[config.mk]
export PLATFORM = sky130hd
export DESIGN_NAME = heading_hold_motor_mix_core
export DESIGN_NICKNAME = d
export VERILOG_FILES = /design/src/design/hhm_pkg.sv /design/src/design/hhm_wrap_unit.sv /design/src/design/hhm_mix_unit.sv /design/src/design/heading_hold_motor_mix_core.sv
export SDC_FILE = /design/constraint.sdc
export NUM_CORES = 2
export LEC_CHECK = 0
export ABC_AREA = 0
export BUFFER_PORTS_ARGS = -buffer_cell sky130_fd_sc_hd__buf_2
export CAP_MARGIN = 20
export CELL_PAD_IN_SITES_DETAIL_PLACEMENT = 0
export CELL_PAD_IN_SITES_GLOBAL_PLACEMENT = 1
export CORE_ASPECT_RATIO = 0.6
export CORE_MARGIN = 4
export CORE_UTILIZATION = 56
export DETAILED_ROUTE_END_ITERATION = 10
export HOLD_SLACK_MARGIN = 0.08
export MAX_ROUTING_LAYER = met4
export PLACE_DENSITY = 0.95
export REMOVE_ABC_BUFFERS = 1
export SYNTH_ARGS = -nofsm -noshare
export SYNTH_HDL_FRONTEND = slang
export SYNTH_SLANG_ARGS = --single-unit
[constraint.sdc]
create_clock -name clk -period 16 [get_ports clk]
set_input_delay 0.8 -clock clk [delete_from_list [all_inputs] [get_ports clk]]
set_output_delay 0.8 -clock clk [all_outputs]
set_load 0.01 [all_outputs]
[src/design/hhm_pkg.sv]
// hhm_pkg: shared types and constants of the heading-hold motor mixer.
// Used by hhm_wrap_unit, hhm_mix_unit and heading_hold_motor_mix_core.
`timescale 1ns / 1ps

package hhm_pkg;

	// Register index codes of the configuration port.
	typedef enum logic [2:0] {
		REG_DRIFT      = 3'd0,
		REG_GOAL       = 3'd1,
		REG_MODE       = 3'd2,
		REG_BASE_SPEED = 3'd3,
		REG_TRIM_FWD_0 = 3'd4,
		REG_TRIM_FWD_N = 3'd5,
		REG_TRIM_REV_0 = 3'd6,
		REG_TRIM_REV_N = 3'd7
	} cfg_index_t;

	localparam int CFG_IDX_W  = 3;
	localparam int CFG_DATA_W = 16;

	// Angle word used by the wrap unit; holds the whole-degree corrected angle.
	localparam int ANG_W      = 18;
	localparam int WRAP_K_W   = 4;
	localparam int WRAP_STEPS = 9;   // multiples of 360 up to 511 turns
	localparam int WRAP_MOD   = 360;
	localparam int HALF_TURN  = 180;

	localparam int YAW_W     = 24;
	localparam int CORR_W    = 35;
	localparam int CHG_W     = 19;
	localparam int HEAD_W    = 9;
	localparam int OFF_W     = 10;
	localparam int SPEED_W   = 11;
	localparam int TRIM_W    = 10;
	localparam int CMP_W     = 12;
	localparam int OFF_SUM_W = 22;
	localparam int MIX_SUM_W = 14;

	localparam int DEADBAND     = 3;
	localparam int OFF_LIMIT    = 400;
	localparam int FORCED_SPEED = 1200;
	localparam int KP_NUM       = 86;
	localparam int KD_GAIN      = 4;
	localparam int CMP_MAX      = 4095;

	// Reciprocals: x/10 = (x*52429)>>19 for 16-bit x, x/54 = (x*1214)>>16 for x <= 180.
	localparam int RECIP_10   = 52429;
	localparam int RECIP_10_S = 19;
	localparam int RECIP_54   = 1214;
	localparam int RECIP_54_S = 16;

	typedef struct packed {
		logic [SPEED_W-1:0]       speed;
		logic signed [OFF_W-1:0]  offset;
		logic signed [TRIM_W-1:0] trim;
	} mix_in_t;

	typedef struct packed {
		logic [CMP_W-1:0] left;
		logic [CMP_W-1:0] right;
	} mix_out_t;

endpackage

[src/design/hhm_wrap_unit.sv]
// hhm_wrap_unit: shared add/compare step that moves an angle toward -180..180.
// Depends on hhm_pkg for widths and constants.
`timescale 1ns / 1ps

module hhm_wrap_unit import hhm_pkg::*; (
	input  logic signed [ANG_W-1:0] value,
	input  logic [WRAP_K_W-1:0]     shift,
	output logic signed [ANG_W-1:0] result
);

	logic signed [ANG_W-1:0] step;
	logic signed [ANG_W-1:0] cand;

	assign step = ANG_W'(WRAP_MOD) << shift;

	// A positive angle takes 360*2^k off if it stays above -180; a negative
	// angle takes it on if it stays below 180. Over k = 8..0 this matches
	// the ceiling count of turns.
	always_comb begin
		cand   = '0;
		result = value;
		if (value > 0) begin
			cand = value - step;
			if (cand >= ANG_W'(-(HALF_TURN - 1)))
				result = cand;
		end else if (value < 0) begin
			cand = value + step;
			if (cand < ANG_W'(HALF_TURN))
				result = cand;
		end
	end

endmodule

[src/design/hhm_mix_unit.sv]
// hhm_mix_unit: forms both motor compare values from speed, offset and trim.
// Depends on hhm_pkg for the mix_in_t and mix_out_t structs.
`timescale 1ns / 1ps

module hhm_mix_unit import hhm_pkg::*; (
	input  mix_in_t  mix_in,
	output mix_out_t mix_out
);

	logic signed [MIX_SUM_W-1:0] speed_s;
	logic signed [MIX_SUM_W-1:0] diff_s;
	logic signed [MIX_SUM_W-1:0] left_s;
	logic signed [MIX_SUM_W-1:0] right_s;

	function automatic logic [CMP_W-1:0] clamp_cmp(input logic signed [MIX_SUM_W-1:0] v);
		if (v < 0)
			return '0;
		else if (v > MIX_SUM_W'(CMP_MAX))
			return CMP_W'(CMP_MAX);
		else
			return v[CMP_W-1:0];
	endfunction

	always_comb begin
		speed_s = $signed({{(MIX_SUM_W - SPEED_W){1'b0}}, mix_in.speed});
		diff_s  = MIX_SUM_W'(mix_in.offset) + MIX_SUM_W'(mix_in.trim);
		left_s  = speed_s + diff_s;
		right_s = speed_s - diff_s;
		if (mix_in.speed == '0) begin
			mix_out.left  = '0;
			mix_out.right = '0;
		end else begin
			mix_out.left  = clamp_cmp(left_s);
			mix_out.right = clamp_cmp(right_s);
		end
	end

endmodule

[src/design/heading_hold_motor_mix_core.sv]
// heading_hold_motor_mix_core: heading-hold steering and two-motor PWM mixer.
// Depends on hhm_pkg, hhm_wrap_unit and hhm_mix_unit.
//
// Usage:
// One yaw sample (signed Q8 degrees) is transferred on the input channel
// when in_valid is high and in_stall is low. The block then works on that
// sample alone and holds in_stall high until it is back in idle. Each
// sample yields exactly one result transfer on the output channel: both
// motor compare values, the wrapped heading and the current steering offset.
// A sample passes the multiply, correction, truncation, change and angle wrap
// steps. With steering active the heading error is then formed, wrapped,
// scaled and summed; with steering disabled or reversing the mix follows at
// once. The angle wrap runs nine add-or-subtract-and-compare steps, one per cycle,
// in the shared wrap unit; that same unit also wraps the heading error.
// The result sits in an output register. If the receiver stalls, the block
// waits in its last step with the next result until the register is free;
// a pending result does not keep the block from taking the next sample.
// Configuration writes take effect at the write edge; the user must make them
// only while the block is idle, which the block does not enforce. Writing the
// base speed clears forced speed. Reset (arst_n low) returns the configuration
// registers to their defaults and the sample counter, previous heading, offset and trim phase to zero.
`timescale 1ns / 1ps

module heading_hold_motor_mix_core import hhm_pkg::*; #(
	parameter int TRIM_CYCLE = 3
) (
	input  logic                     clk,
	input  logic                     arst_n,
	input  logic                     cfg_wr_en,
	input  logic [CFG_IDX_W-1:0]     cfg_index,
	input  logic [CFG_DATA_W-1:0]    cfg_data,
	input  logic                     in_valid,
	output logic                     in_stall,
	input  logic signed [YAW_W-1:0]  yaw_sample,
	output logic                     out_valid,
	input  logic                     out_stall,
	output logic [CMP_W-1:0]         left_compare,
	output logic [CMP_W-1:0]         right_compare,
	output logic signed [HEAD_W-1:0] heading_wrapped,
	output logic signed [OFF_W-1:0]  steer_correction
);

	localparam int PH_W = (TRIM_CYCLE > 2) ? $clog2(TRIM_CYCLE) : 1;

	typedef enum logic [3:0] {
		ST_IDLE,
		ST_MUL,
		ST_CORR,
		ST_TRUNC,
		ST_CHG,
		ST_WRAP,
		ST_ERR,
		ST_ERRW,
		ST_SCALE,
		ST_DIV,
		ST_SUM,
		ST_MIX
	} state_t;

	state_t state_q;

	// Configuration registers.
	logic [15:0]              drift_q;
	logic signed [HEAD_W-1:0] goal_q;
	logic [1:0]               mode_q;
	logic [SPEED_W-1:0]       base_q;
	logic signed [TRIM_W-1:0] trim_fwd0_q;
	logic signed [TRIM_W-1:0] trim_fwdn_q;
	logic signed [TRIM_W-1:0] trim_rev0_q;
	logic signed [TRIM_W-1:0] trim_revn_q;

	// Persistent control state.
	logic [15:0]              tick_q;
	logic [15:0]              prev_q;
	logic signed [OFF_W-1:0]  steer_q;
	logic [PH_W-1:0]          phase_q;
	logic                     forced_q;

	// Working registers of one sample.
	logic signed [YAW_W-1:0]  yaw_q;
	logic [31:0]              prod_q;
	logic signed [CORR_W-1:0] corr_q;
	logic signed [CORR_W-1:0] delta_q;
	logic signed [ANG_W-1:0]  whole_q;
	logic signed [CHG_W-1:0]  chg_q;
	logic signed [ANG_W-1:0]  val_q;
	logic [WRAP_K_W-1:0]      k_q;
	logic signed [HEAD_W-1:0] head_q;
	logic                     err_neg_q;
	logic                     err_big_q;
	logic [13:0]              m86_q;
	logic [1:0]               q54_q;
	logic [10:0]              q10_q;

	// Output register.
	logic                     out_valid_q;
	mix_out_t                 cmp_q;
	logic signed [HEAD_W-1:0] head_out_q;
	logic signed [OFF_W-1:0]  steer_out_q;

	// Shared wrap step.
	logic [WRAP_K_W-1:0]      wrap_shift;
	logic signed [ANG_W-1:0]  wrap_res;

	assign wrap_shift = (state_q == ST_WRAP) ? k_q : '0;

	hhm_wrap_unit u_wrap (
		.value  (val_q),
		.shift  (wrap_shift),
		.result (wrap_res)
	);

	// Mixer operands.
	mix_in_t  mix_in;
	mix_out_t mix_out;
	logic     speed_zero;

	always_comb begin
		mix_in.speed  = forced_q ? SPEED_W'(FORCED_SPEED) : base_q;
		mix_in.offset = steer_q;
		if (!mode_q[0])
			mix_in.trim = (phase_q == '0) ? trim_fwd0_q : trim_fwdn_q;
		else
			mix_in.trim = (phase_q == '0) ? trim_rev0_q : trim_revn_q;
	end

	assign speed_zero = (mix_in.speed == '0);

	hhm_mix_unit u_mix (
		.mix_in  (mix_in),
		.mix_out (mix_out)
	);

	// Truncation toward zero of Q16 values: a negative value is biased up by
	// 65535 before the whole-degree bits are taken.
	logic signed [CORR_W-1:0] corr_biased;
	logic signed [CORR_W-1:0] delta_raw;
	logic signed [CORR_W-1:0] delta_biased;

	always_comb begin
		corr_biased  = corr_q + (corr_q[CORR_W-1] ? CORR_W'(65535) : CORR_W'(0));
		delta_raw    = corr_q - $signed({{(CORR_W - 32){prev_q[15]}}, prev_q, 16'h0000});
		delta_biased = delta_q + (delta_q[CORR_W-1] ? CORR_W'(65535) : CORR_W'(0));
	end

	// Error magnitude and scaling products.
	logic [7:0]  err_abs;
	logic [14:0] m86_full;
	logic [18:0] q54_full;
	logic [29:0] q10_full;

	always_comb begin
		err_abs  = val_q[ANG_W-1] ? 8'(-val_q) : val_q[7:0];
		m86_full = 15'(err_abs) * 15'(KP_NUM);
		q54_full = 19'(err_abs) * 19'(RECIP_54);
		q10_full = 30'(m86_q) * 30'(RECIP_10);
	end

	// Offset sum and saturation.
	logic [11:0]                 p_mag;
	logic signed [OFF_SUM_W-1:0] p_term;
	logic signed [OFF_SUM_W-1:0] off_sum;
	logic signed [OFF_W-1:0]     off_sat;

	always_comb begin
		p_mag   = 12'(q10_q) + 12'(q54_q);
		p_term  = err_neg_q ? -$signed(OFF_SUM_W'(p_mag)) : $signed(OFF_SUM_W'(p_mag));
		off_sum = p_term + (OFF_SUM_W'(chg_q) * OFF_SUM_W'(KD_GAIN));
		if (off_sum > OFF_SUM_W'(OFF_LIMIT))
			off_sat = OFF_W'(OFF_LIMIT);
		else if (off_sum < OFF_SUM_W'(-OFF_LIMIT))
			off_sat = OFF_W'(-OFF_LIMIT);
		else
			off_sat = off_sum[OFF_W-1:0];
	end

	// Trim phase advance.
	logic [PH_W-1:0] phase_next;

	always_comb begin
		if (({1'b0, phase_q} + (PH_W+1)'(1)) >= (PH_W+1)'(TRIM_CYCLE))
			phase_next = '0;
		else
			phase_next = phase_q + PH_W'(1);
	end

	// Configuration port.
	always_ff @(posedge clk or negedge arst_n) begin
		if (!arst_n) begin
			drift_q     <= 16'd15270;
			goal_q      <= '0;
			mode_q      <= 2'b10;
			base_q      <= '0;
			trim_fwd0_q <= '0;
			trim_fwdn_q <= '0;
			trim_rev0_q <= '0;
			trim_revn_q <= '0;
		end else if (cfg_wr_en) begin
			unique case (cfg_index_t'(cfg_index))
				REG_DRIFT:      drift_q     <= cfg_data;
				REG_GOAL:       goal_q      <= cfg_data[HEAD_W-1:0];
				REG_MODE:       mode_q      <= cfg_data[1:0];
				REG_BASE_SPEED: base_q      <= cfg_data[SPEED_W-1:0];
				REG_TRIM_FWD_0: trim_fwd0_q <= cfg_data[TRIM_W-1:0];
				REG_TRIM_FWD_N: trim_fwdn_q <= cfg_data[TRIM_W-1:0];
				REG_TRIM_REV_0: trim_rev0_q <= cfg_data[TRIM_W-1:0];
				REG_TRIM_REV_N: trim_revn_q <= cfg_data[TRIM_W-1:0];
				default: ;
			endcase
		end
	end

	// Sequencer, control state and output register.
	always_ff @(posedge clk or negedge arst_n) begin
		if (!arst_n) begin
			state_q     <= ST_IDLE;
			tick_q      <= '0;
			prev_q      <= '0;
			steer_q     <= '0;
			phase_q     <= '0;
			forced_q    <= 1'b0;
			k_q         <= '0;
			out_valid_q <= 1'b0;
		end else begin
			// The last step reloads the output register itself.
			if (out_valid_q && !out_stall && (state_q != ST_MIX))
				out_valid_q <= 1'b0;
			if (cfg_wr_en && (cfg_index_t'(cfg_index) == REG_BASE_SPEED))
				forced_q <= 1'b0;
			unique case (state_q)
				ST_IDLE: begin
					if (in_valid) begin
						yaw_q   <= yaw_sample;
						state_q <= ST_MUL;
					end
				end
				ST_MUL: begin
					prod_q  <= 32'(drift_q) * 32'(tick_q);
					state_q <= ST_CORR;
				end
				ST_CORR: begin
					corr_q  <= CORR_W'($signed({yaw_q, 8'h00})) + $signed({3'b000, prod_q});
					tick_q  <= tick_q + 16'd1;
					state_q <= ST_TRUNC;
				end
				ST_TRUNC: begin
					whole_q <= corr_biased[ANG_W+15:16];
					delta_q <= delta_raw;
					state_q <= ST_CHG;
				end
				ST_CHG: begin
					chg_q   <= delta_biased[CHG_W+15:16];
					prev_q  <= whole_q[15:0];
					val_q   <= whole_q;
					k_q     <= WRAP_K_W'(WRAP_STEPS - 1);
					state_q <= ST_WRAP;
				end
				ST_WRAP: begin
					val_q <= wrap_res;
					if (k_q == '0) begin
						head_q  <= wrap_res[HEAD_W-1:0];
						state_q <= ST_ERR;
					end else begin
						k_q <= k_q - WRAP_K_W'(1);
					end
				end
				ST_ERR: begin
					// Steering runs only when driving forward with correction on.
					if (mode_q == 2'b00) begin
						val_q   <= ANG_W'(head_q) - ANG_W'(goal_q);
						state_q <= ST_ERRW;
					end else begin
						state_q <= ST_MIX;
					end
				end
				ST_ERRW: begin
					val_q   <= wrap_res;
					state_q <= ST_SCALE;
				end
				ST_SCALE: begin
					err_neg_q <= val_q[ANG_W-1];
					err_big_q <= (err_abs > 8'(DEADBAND));
					m86_q     <= m86_full[13:0];
					q54_q     <= q54_full[RECIP_54_S+1:RECIP_54_S];
					state_q   <= ST_DIV;
				end
				ST_DIV: begin
					q10_q   <= q10_full[RECIP_10_S+10:RECIP_10_S];
					state_q <= ST_SUM;
				end
				ST_SUM: begin
					if (err_big_q) begin
						steer_q  <= off_sat;
						forced_q <= 1'b1;
					end else begin
						steer_q <= '0;
					end
					state_q <= ST_MIX;
				end
				ST_MIX: begin
					if (!out_valid_q || !out_stall) begin
						cmp_q       <= mix_out;
						head_out_q  <= head_q;
						steer_out_q <= steer_q;
						out_valid_q <= 1'b1;
						if (!speed_zero)
							phase_q <= phase_next;
						state_q <= ST_IDLE;
					end
				end
				default: state_q <= ST_IDLE;
			endcase
		end
	end

	assign in_stall         = (state_q != ST_IDLE);
	assign out_valid        = out_valid_q;
	assign left_compare     = cmp_q.left;
	assign right_compare    = cmp_q.right;
	assign heading_wrapped  = head_out_q;
	assign steer_correction = steer_out_q;

	// An accepted sample keeps the input side busy on the next cycle.
	a_busy_after_accept: assert property (@(posedge clk) disable iff (!arst_n)
		(in_valid && !in_stall) |=> in_stall)
		else $error("input not stalled after a sample transfer");

	// The wrapped heading presented is within one half turn.
	a_heading_range: assert property (@(posedge clk) disable iff (!arst_n)
		out_valid |-> (heading_wrapped >= -HALF_TURN && heading_wrapped <= HALF_TURN))
		else $error("wrapped heading out of range");

	// The steering offset never leaves its saturation bounds.
	a_steer_range: assert property (@(posedge clk) disable iff (!arst_n)
		(steer_q >= -OFF_LIMIT && steer_q <= OFF_LIMIT))
		else $error("steering offset out of range");

	// The trim phase stays inside the rotation.
	a_phase_range: assert property (@(posedge clk) disable iff (!arst_n)
		({1'b0, phase_q} < (PH_W+1)'(TRIM_CYCLE)))
		else $error("trim phase out of range");

	// The wrap loop finishes with a heading inside one half turn.
	a_wrap_done: assert property (@(posedge clk) disable iff (!arst_n)
		(state_q == ST_WRAP && k_q == '0) |->
		(wrap_res >= ANG_W'(-HALF_TURN) && wrap_res <= ANG_W'(HALF_TURN)))
		else $error("angle wrap did not converge");

endmodule

==> flow_metrics.tcl <==
set metrics [dict create \
    status "finished clean" \
    fmax_ghz 0.138 \
    place_congestion 0.957 \
    io_pins 93 \
    hpwlAfterDp_mm 71.3 \
    reg2reg_to "prod_q[30]" \
    antenna_found_initial 2 \
    crit_path_start_kind "register" \
    synth.distinct_cells 100 \
    dieArea_sq_um 69300 \
    synth_edf_count 260 \
    arrival_ns 7.55 \
    timing.max_cap.violations 0 \
    p_per_area_nw_per_um2 193 \
    rsz0062_at_grt "no" \
    synth_flop_cell "edfxtp_1" \
    cts_max_level 2 \
    antenna_left 0 \
    rrSetupSlack_ns 8.73 \
    finalCriticalPeriod_ns 7.27 \
    fill_cells 5266 \
    wirelength_mm 89.0 \
    die_y_um 205 \
    cp.required_ns 16.28 \
    total_power_w 0.00753 \
    ys_ff_latch 392 \
    yosysTopAreaCellShare 0.215 \
    grtUsageMet1 0.416 \
    relSlewSlack 0.317 \
    end_kind "register" \
    cts_setup_buffers 0 \
    dieWidth_um 337 \
    busiest_layer "met1" \
    p_leak_nw 17.9 \
    synth_warnings 0 \
    clkTransAtPathRegs_ns 0.07 \
    grt_pass1_wl_mm 142 \
    synthCells 3575 \
    postCtsHoldBufs 0 \
    fin_setup_tns_ns 0 \
    core_sq_um 64400 \
    final_layout_size_suffix_gt1_frac 0.0921 \
    slew_viol_final 0 \
    drc 0 \
    avgSynthCellArea_sq_um 10.2 \
    met3_usage 0.0879 \
    cts_root_buf "clkbuf_16" \
    areaGrowthSynthToFinish_pct 7.42 \
    cts-resized-gates 0 \
    ir_worst_vdd_v 0.000126 \
    criticalPathCategory "reg -> reg" \
    clock_path_buffers 3 \
    crit_path_max_fanout 21 \
    drt_iter0_drc 2433 \
    rr_worst_depth 21 \
    first_global_vias 25300 \
    grtUsageTotal 0.270 \
    cts_tree "done" \
    drt-wirelength-per-cell_um 19.7 \
    async_flop_share 0.337 \
    hp-class "in -> async" \
    cts_buffers 39 \
    setup_violations 0 \
    final.period_utilization 0.454 \
    port_buffers 92 \
    synthesis.area_sq_um 36400 \
    viasPerCell 5.78 \
    initial_utilization 0.565 \
    yosys-top-cells-area "edfxtp_1, fa_1, ha_1" \
    tightest_slew_ns 1.02 \
    overflow 0 \
    clkLatencyLatePin_ns 0.59 \
    multi_input_area_sq_um 23000 \
    first_pass_iters 5 \
    whs_ns 0.231 \
    seqCellArea_sq_um 11100 \
    hold_violations 0 \
    r2r-start "tick_q[4]" \
    clock_skew_ns 0.0380 \
    grt_use_met2 0.345 \
    ys_seq_area_frac 0.306 \
    synth_top_cell_by_area "edfxtp_1" \
    vias 26100 \
    nets 4397 \
    grt_max_degree 79 \
    rows 72 \
    clkSinkCount 392 \
]
-- cells in the mapped netlist, types with 9 or more instances --
library cell / instances
fa_1: 282
edfxtp_1: 260
o211ai_1: 11
o2111ai_1: 9
o21ai_0: 134
xnor2_1: 162
nor3_1: 66
clkbuf_1: 85
nand2_1: 306
nor2_1: 138
mux2_2: 75
a31o_2: 9
nor2b_1: 25
nor4_1: 11
a21oi_1: 143
or2_2: 21
a21o_1: 47
or3_1: 18
o21a_1: 41
a211oi_1: 17
and2_1: 144
dfrtp_1: 122
ha_1: 437
a211o_1: 10
inv_1: 494
o22ai_1: 12
xor2_1: 59
buf_1: 9
o21bai_1: 28
nand3_1: 68
mux4_2: 10
nand2b_1: 36
and3_1: 33
nand4_1: 28
dfstp_2: 10
a31oi_1: 21
-- cell type report --
type / instances / area share
antenna: 4 / 0.000256
clock buffer: 53 / 0.0281
clock inverter: 18 / 0.00573
inverter: 496 / 0.0476
multi-input combinational: 2584 / 0.589
sequential: 392 / 0.284
tap: 851 / 0.0272
timing repair buffer: 117 / 0.0171
-- critical path, cell delays in order, from the launching register on --
cell       delay (ns)
dfrtp_1          0.90
nand2_1          0.15
fa_1             0.52
inv_1            0.05
fa_1             0.53
inv_1            0.05
fa_1             0.49
inv_1            0.05
fa_1             0.47
inv_1            0.05
fa_1             0.52
inv_1            0.06
fa_1             0.48
ha_1             0.39
a21oi_1          0.16
o21ai_0          0.18
a221oi_1         0.47
a21oi_1          0.15
a2111oi_0        0.53
o21bai_1         0.25
a21oi_1          0.31
o311ai_0         0.18
-- power breakdown --
part           total, W  internal, W  leakage, nW  switching (W)
logic           0.00482      0.00203         13.3        0.00279
registers       0.00175      0.00151         4.00       0.000234
clock network  0.000965     0.000540        0.642       0.000425
-- sequential cells by signal, summed over array words and instances, names as in the netlist, 18 cells and up --
name and cells:
prod_q 32, delta_q 35, corr_q 34, chg_q 19, yaw_q 24, val_q 18
whole_q 18
-- kinds of logic (layout without fill, tap and decap cells) --
kind of cell / Yosys count / in the layout / share of synthesized area
AND/OR/NAND/NOR: 954 / 954 / 0.133
adder cells (fa/ha/maj): 719 / 719 / 0.305
AO/OA/AOI/OAI: 599 / 599 / 0.110
buffers and inverters: 599 / 684 / 0.0622
flip-flops: 392 / 392 / 0.306
XOR/XNOR: 221 / 221 / 0.0532
multiplexers: 91 / 91 / 0.0311
other: 0 / 4 / 0
-- worst max path at each step --
stage,startpoint,to,slack (ns),depth (start not counted)
6_report,tick_q[4],prod_q[30],8.73,21
5_1_grt,drift_q[10],prod_q[30],8.30,22
4_1_cts,drift_q[10],prod_q[30],8.81,21
3_5_place_dp,tick_q[6],prod_q[30],8.90,21
3_3_place_gp,tick_q[15],prod_q[30],9.03,19
2_1_floorplan,state_q[1],delta_q[0],9.07,2
-- stage by stage --
stage | instance area (sq um) | utilization | std cells | worst slack, ns
final | 39100 | 0.607 | 4515 | 8.73
after global placement | 37700 | 0.586 | 4439 | 9.03
after CTS | 39100 | 0.607 | 4510 | 8.81
after global routing | 39100 | 0.607 | 4515 | 8.30
after detailed placement | 37700 | 0.586 | 4439 | 8.90
after floorplan | 36000 | - | 3472 | 9.07
-- layer usage --
metal | up-vias | wire [um]
met5 | - | 0
met4 | 0 | 1370
met3 | 79 | 9910
met2 | 990 | 34700
met1 | 12700 | 43100
li1 | 12400 | -
-- placed cells by master (no fill, tap or decap), types with 33 or more instances in the layout --
cell type / count
a21oi_1: 143
and2_1: 143
nor2_1: 137
o21ai_0: 134
clkbuf_16: 40
fa_1: 282
mux2_2: 75
edfxtp_1: 260
a21o_1: 47
and3_1: 33
dfrtp_1: 122
nand3_1: 68
nand2b_1: 36
ha_1: 437
inv_1: 494
nor3_1: 62
xnor2_1: 162
buf_2: 91
o21a_1: 41
nand2_1: 306
xor2_1: 59
No activity file was read; power rests on OpenSTA's default activity.
